==> src/design/swk_pkg.sv <==
`timescale 1ns / 1ps
// Shared types, widths and constants for the swerve wheel kinematics block.
// No dependencies.
package swk_pkg;

  localparam int WheelCount = 4;
  localparam int PosW       = 16;
  localparam int VelW       = 16;
  localparam int AngW       = 15;
  localparam int SpdW       = 24;
  localparam int ModeW      = 2;
  localparam int CfgIdxW    = 3;
  localparam int DivSteps   = 24;
  localparam int SqrtSteps  = 26;
  localparam int StepW      = 5;
  localparam int WheelW     = 2;

  localparam logic signed [AngW-1:0] HalfPiQ13 = 15'sd12868;

  typedef enum logic [ModeW-1:0] {
    MODE_TURN      = 2'd0,
    MODE_TRANSLATE = 2'd1,
    MODE_SPIN      = 2'd2
  } mode_e;

  typedef enum logic [CfgIdxW-1:0] {
    CFG_W0_X = 3'd0,
    CFG_W0_Y = 3'd1,
    CFG_W1_X = 3'd2,
    CFG_W1_Y = 3'd3,
    CFG_W2_X = 3'd4,
    CFG_W2_Y = 3'd5,
    CFG_W3_X = 3'd6,
    CFG_W3_Y = 3'd7
  } cfg_idx_e;

  typedef enum logic [3:0] {
    OP_NONE,
    OP_LOAD,
    OP_DIV,
    OP_FIX,
    OP_PREP,
    OP_SQ,
    OP_SUM,
    OP_RUN,
    OP_SPEED,
    OP_STORE
  } op_e;

  typedef struct packed {
    op_e               op;
    logic [StepW-1:0]  step;
    logic [WheelW-1:0] wheel;
  } cmd_t;

  typedef struct packed {
    logic w_zero;
    logic v_zero;
  } status_t;

  // atan(2^-i) in Q.30
  function automatic logic [29:0] atan_q30(input logic [StepW-1:0] i);
    logic [29:0] r;
    case (i)
      5'd0:    r = 30'd843314857;
      5'd1:    r = 30'd497837829;
      5'd2:    r = 30'd263043837;
      5'd3:    r = 30'd133525159;
      5'd4:    r = 30'd67021687;
      5'd5:    r = 30'd33543516;
      5'd6:    r = 30'd16775851;
      5'd7:    r = 30'd8388437;
      5'd8:    r = 30'd4194283;
      5'd9:    r = 30'd2097149;
      5'd10:   r = 30'd1048576;
      5'd11:   r = 30'd524288;
      5'd12:   r = 30'd262144;
      5'd13:   r = 30'd131072;
      5'd14:   r = 30'd65536;
      5'd15:   r = 30'd32768;
      5'd16:   r = 30'd16384;
      5'd17:   r = 30'd8192;
      5'd18:   r = 30'd4096;
      5'd19:   r = 30'd2048;
      5'd20:   r = 30'd1024;
      5'd21:   r = 30'd512;
      5'd22:   r = 30'd256;
      5'd23:   r = 30'd128;
      default: r = 30'd0;
    endcase
    return r;
  endfunction

endpackage

==> src/design/swk_ctrl.sv <==
`timescale 1ns / 1ps
// Controller: sequences divide, per-wheel CORDIC/square root and output.
// Depends on swk_pkg.
module swk_ctrl (
  input  logic             clk_i,
  input  logic             rst_ni,
  input  logic             in_valid_i,
  output logic             in_ready_o,
  output logic             out_valid_o,
  input  logic             out_ready_i,
  input  swk_pkg::status_t status_i,
  output swk_pkg::cmd_t    cmd_o
);
  import swk_pkg::*;

  typedef enum logic [3:0] {
    S_IDLE, S_START, S_DIV, S_FIX, S_PREP, S_SQ, S_SUM, S_RUN, S_SPEED, S_STORE, S_OUT
  } state_e;

  state_e            state_q;
  logic [StepW-1:0]  step_q;
  logic [WheelW-1:0] wheel_q;

  always_ff @(posedge clk_i or negedge rst_ni) begin
    if (!rst_ni) begin
      state_q <= S_IDLE;
      step_q  <= '0;
      wheel_q <= '0;
    end else begin
      unique case (state_q)
        S_IDLE: begin
          if (in_valid_i) state_q <= S_START;
        end
        S_START: begin
          step_q  <= '0;
          wheel_q <= '0;
          state_q <= (status_i.w_zero || status_i.v_zero) ? S_PREP : S_DIV;
        end
        S_DIV: begin
          if (step_q == StepW'(DivSteps - 1)) begin
            step_q  <= '0;
            state_q <= S_FIX;
          end else begin
            step_q <= step_q + 1'b1;
          end
        end
        S_FIX:   state_q <= S_PREP;
        S_PREP:  state_q <= S_SQ;
        S_SQ:    state_q <= S_SUM;
        S_SUM: begin
          step_q  <= '0;
          state_q <= S_RUN;
        end
        S_RUN: begin
          if (step_q == StepW'(SqrtSteps - 1)) begin
            step_q  <= '0;
            state_q <= S_SPEED;
          end else begin
            step_q <= step_q + 1'b1;
          end
        end
        S_SPEED: state_q <= S_STORE;
        S_STORE: begin
          if (status_i.w_zero || wheel_q == WheelW'(WheelCount - 1)) begin
            state_q <= S_OUT;
          end else begin
            wheel_q <= wheel_q + 1'b1;
            state_q <= S_PREP;
          end
        end
        S_OUT: begin
          if (out_ready_i) state_q <= S_IDLE;
        end
        default: state_q <= S_IDLE;
      endcase
    end
  end

  always_comb begin
    cmd_o.step  = step_q;
    cmd_o.wheel = wheel_q;
    unique case (state_q)
      S_IDLE:  cmd_o.op = in_valid_i ? OP_LOAD : OP_NONE;
      S_DIV:   cmd_o.op = OP_DIV;
      S_FIX:   cmd_o.op = OP_FIX;
      S_PREP:  cmd_o.op = OP_PREP;
      S_SQ:    cmd_o.op = OP_SQ;
      S_SUM:   cmd_o.op = OP_SUM;
      S_RUN:   cmd_o.op = OP_RUN;
      S_SPEED: cmd_o.op = OP_SPEED;
      S_STORE: cmd_o.op = OP_STORE;
      default: cmd_o.op = OP_NONE;
    endcase
  end

  assign in_ready_o  = (state_q == S_IDLE);
  assign out_valid_o = (state_q == S_OUT);

endmodule

==> config.mk <==
export PLATFORM = sky130hd
export DESIGN_NAME = swk_ctrl
export DESIGN_NICKNAME = d
export VERILOG_FILES = /design/src/design/swk_pkg.sv /design/src/design/swk_ctrl.sv
export SDC_FILE = /design/constraint.sdc
export NUM_CORES = 1
export LEC_CHECK = 0
export BUFFER_PORTS_ARGS = -buffer_cell sky130_fd_sc_hd__buf_2
export CAP_MARGIN = 20
export CORE_MARGIN = 4
export CORE_UTILIZATION = 45
export DETAILED_ROUTE_END_ITERATION = 7
export PLACE_DENSITY_LB_ADDON = 0.3
export SLEW_MARGIN = 10
export SYNTH_ARGS = -nofsm -noshare
export SYNTH_HDL_FRONTEND = slang
export SYNTH_SLANG_ARGS = --single-unit
export TNS_END_PERCENT = 50
==> constraint.sdc <==
create_clock -name clk_i -period 1.6 [get_ports clk_i]
set_input_delay 0.48 -clock clk_i [delete_from_list [all_inputs] [get_ports clk_i]]
set_output_delay 0.48 -clock clk_i [all_outputs]
set_load 0.02 [all_outputs]
==> flow_summary.yaml <==
status:
  status: "complete, but fails checks"
  violations: "setup timing"
synthesis:
  synth_area_per_cell_um2: 8.46
  synthesis.area_um2: 821
  synth_area_leader_cell: "dfrtp_1"
  synth_seq_area_share: 0.335
  ys_types: 35
  synth_xor_area_frac: 0.0198
  syn_inst: 97
  synth-compound-area-share: 0.270
  synthTopCellsByArea: "dfrtp_1 34%, ha_1 4.6%, o21ai_0 4.3%, and4b_1 3.7%, nand2_1 3.7%"
  synth_top_area_share: 0.335
  synthMuxAreaShare: 0.0137
  yosys.area_share.simple: 0.265
  synth_top_family_by_area: "compound AO/OA/AOI/OAI gates"
  synth_warnings: 0
  synthAdderAreaFrac: 0.0457
  ys_ff_latch: 11
  syn_nets: 106
critical_path:
  required_ps: 1120
  crit_arrival_ps: 1390
  startpoint_type: "flop"
  rrSetupSlack_ps: -170
  critPathKind: "flop to output port"
  worstSetupEndpointType: "output port"
  cp_max_fo: 5
  r2r_end: "state_q[1]"
  timing.rr.start: "state_q[1]"
  ff2ff_path_depth: 6
global_routing:
  grt.total_usage: 0.200
  antenna_found_initial: 0
  grt_pass1_vias: 814
  grt_start_max_net_pins: 15
  grt_pass1_wl_um: 3820
  grt_overflow: 0
finish:
  antennaDiodeCount: 0
  final_layout_size_suffix_gt1_frac: 0.481
  design_area_mm2: 0.00122
  finalNonFillerCells: 160
  final_util: 0.709
  num-fill-cells: 132
  nNetsFinal: 145
  synthToLayoutAreaGrowth_pct: 49.2
sta:
  fin_ws_ps: -272
  finalCritPeriodShare: 1.17
  report.final.slew_viol_count: 0
  maxSlewHeadroom: 0.790
  hold_violations: 0
  fmax_mhz: 534
  fin_skew_ps: 1.45
  setup_viol: 12
  rsz0062_at_grt: "true"
  tightest_slew_ps: 314
  timing.final.crit_period_ps: 1870
clock_tree:
  clock_path_buffers: 2
  clk_root_buffer_cell: "clkbuf_4"
  insertion_delay_ps: 270
  cts_tree: "built"
  ctsHoldBuffers: 0
  cts.clk_slew.worst_paths_ps: 70
  numCtsBuffers: 3
  numClockSinks: 11
  htree_levels: 1
routing:
  drt-pass1-iter-count: 4
  drt_iter0_drc: 23
  wl_per_cell_um: 14.7
  drcViolationCount: 0
  post_drt_via_cell_ratio: 5.69
  wirelength_um: 2350
  vias: 911
  ant_nets: 0
floorplanning:
  top_level_ports: 19
  die-area_mm2: 0.00257
  start_util: 0.475
  core_mm2: 0.00173
  die_h_um: 50.7
  dieWidth_um: 50.7
  rows: 15
pwr:
  pwr-share-clk: 0.077
  power_density_mw_per_mm2: 2040
  switching_share: 0.451
  power_frac_seq: 0.193
  power_mw: 2.50
  combPwrFrac: 0.730
  leakagePower_nw: 0.561
  vdd_ir_drop_max_mv: 1.47
  p_switching_mw: 1.13
  p_int_mw: 1.37
hold_path:
  hp-class: "primary input to async pin"
place:
  placed_cells: 151
  gp_congestion: 0.808
  dpl_cell_area_mm2: 0.00108
  dp_hpwl_um: 1660
  numPortBuffers: 18
job:
  cap_violations: 0
==> cell type report <==
class | count | area [µm²] | share of cell area
Clock buffer | 4 | 26.3 | 0.0215
Tap cell | 25 | 31.3 | 0.0255
Inverter | 4 | 17.5 | 0.0143
Multi-Input combinational cell | 76 | 584 | 0.477
Timing Repair Buffer | 40 | 287 | 0.234
Sequential cell | 11 | 279 | 0.228
==> worst max-delay path by stage <==
stage / startpoint / endpoint
final: state_q[1] / cmd_o[7]
after global routing: state_q[1] / cmd_o[7]
after CTS: state_q[2] / cmd_o[7]
after detailed placement: state_q[0] / cmd_o[7]
after global placement: state_q[0] / state_q[1]
after floorplan: state_q[2] / cmd_o[7]
==> per-stage QoR <==
| step | setup WS, ps | TNS, ps | hold WS, ps |
|---|---|---|---|
| 2_1_floorplan | -102 | -192 | 184 |
| 5_1_grt | -366 | -2480 | 84.2 |
| 4_1_cts | -270 | -1530 | 73.1 |
| 3_5_place_dp | -54.3 | -152 | 367 |
| 6_report | -272 | -1780 | 72.8 |
| 3_3_place_gp | -17.4 | -32.9 | 362 |
==> metal layers <==
metal	global-route usage	up-vias	routed length (µm)
li1	-	440	-
met1	0.269	426	1050
met2	0.320	37	1100
met3	0.0386	8	138
met4	0.0673	0	65
met5	0	-	0
==> critical path: stages (launching register included) <==
cell     delay, ps
dfrtp_2        450
nor2_1         210
nor2b_2         90
nor2_1         140
a22o_4         130
buf_6          100
==> cell usage in the layout, fill, tap and decap left out, drive strengths merged <==
master   netlist  final
a41o           1      1
mux2           1      1
o21ai         11     11
inv            4      4
o22a           1      1
and2b          1      1
clkbuf         3      4
nor3           5      5
nor2           8      8
nand2b         1      1
nand2          8      8
buf            3     40
a311oi         1      1
a21oi          4      4
ha             3      3
nor2b          3      3
nand3          2      2
o31ai          3      3
and2           1      1
a2bb2oi        1      1
or4            2      2
xnor2          1      1
or4b           1      1
and4b          3      3
o2bb2ai        2      2
a22o           3      3
o21a           2      2
dfrtp         11     11
nand4b         1      1
a31oi          4      4
or2            2      2
==> logic make-up (layout without fill, tap and decap cells) <==
kind of cell	count (synthesis)	count (layout)
simple gates	38	38
compound gates	33	33
flops	11	11
buf+inv	10	48
fa+ha+maj	3	3
xor+xnor	1	1
mux	1	1
==> sequential cells by signal, summed over array words and instances (netlist names) <==
register	cells
wheel_q	2
state_q	4
step_q	5
==> Yosys cell counts <==
master and n:
a21oi_1 4, a22o_1 3, a2bb2oi_1 1, a311oi_1 1, a31oi_1 4, a41o_1 1
and2_1 1, and2b_1 1, and4b_1 3, buf_2 3, clkbuf_1 3, dfrtp_1 11
ha_1 3, inv_1 3, inv_2 1, mux2_1 1, nand2_1 8, nand2b_1 1
nand3_1 2, nand4b_1 1, nor2_1 8, nor2b_1 2, nor2b_4 1, nor3_1 5
o21a_1 2, o21ai_0 7, o21ai_1 3, o21ai_2 1, o22a_1 1, o2bb2ai_1 2
o31ai_1 3, or2_1 2, or4_1 2, or4b_1 1, xnor2_2 1
==> power groups by stage <==
| stage | clock, mW | sequential [mW] | combinational (mW) |
|---|---|---|---|
| after CTS | 0.196 | 0.478 | 1.66 |
| after detailed placement | 0 | 0.494 | 1.47 |
| after global placement | 0 | 0.487 | 1.44 |
| after global routing | 0.216 | 0.497 | 1.96 |
| after floorplan | 0 | 0.511 | 0.917 |
| final | 0.191 | 0.483 | 1.82 |
==> timing repair <==
action,in CTS,in global routing
setup endpoints to repair,9,14
gates resized for setup,11,12
setup buffers,3,2
pin swaps,4,1
No activity file was read; power rests on OpenSTA's default activity.
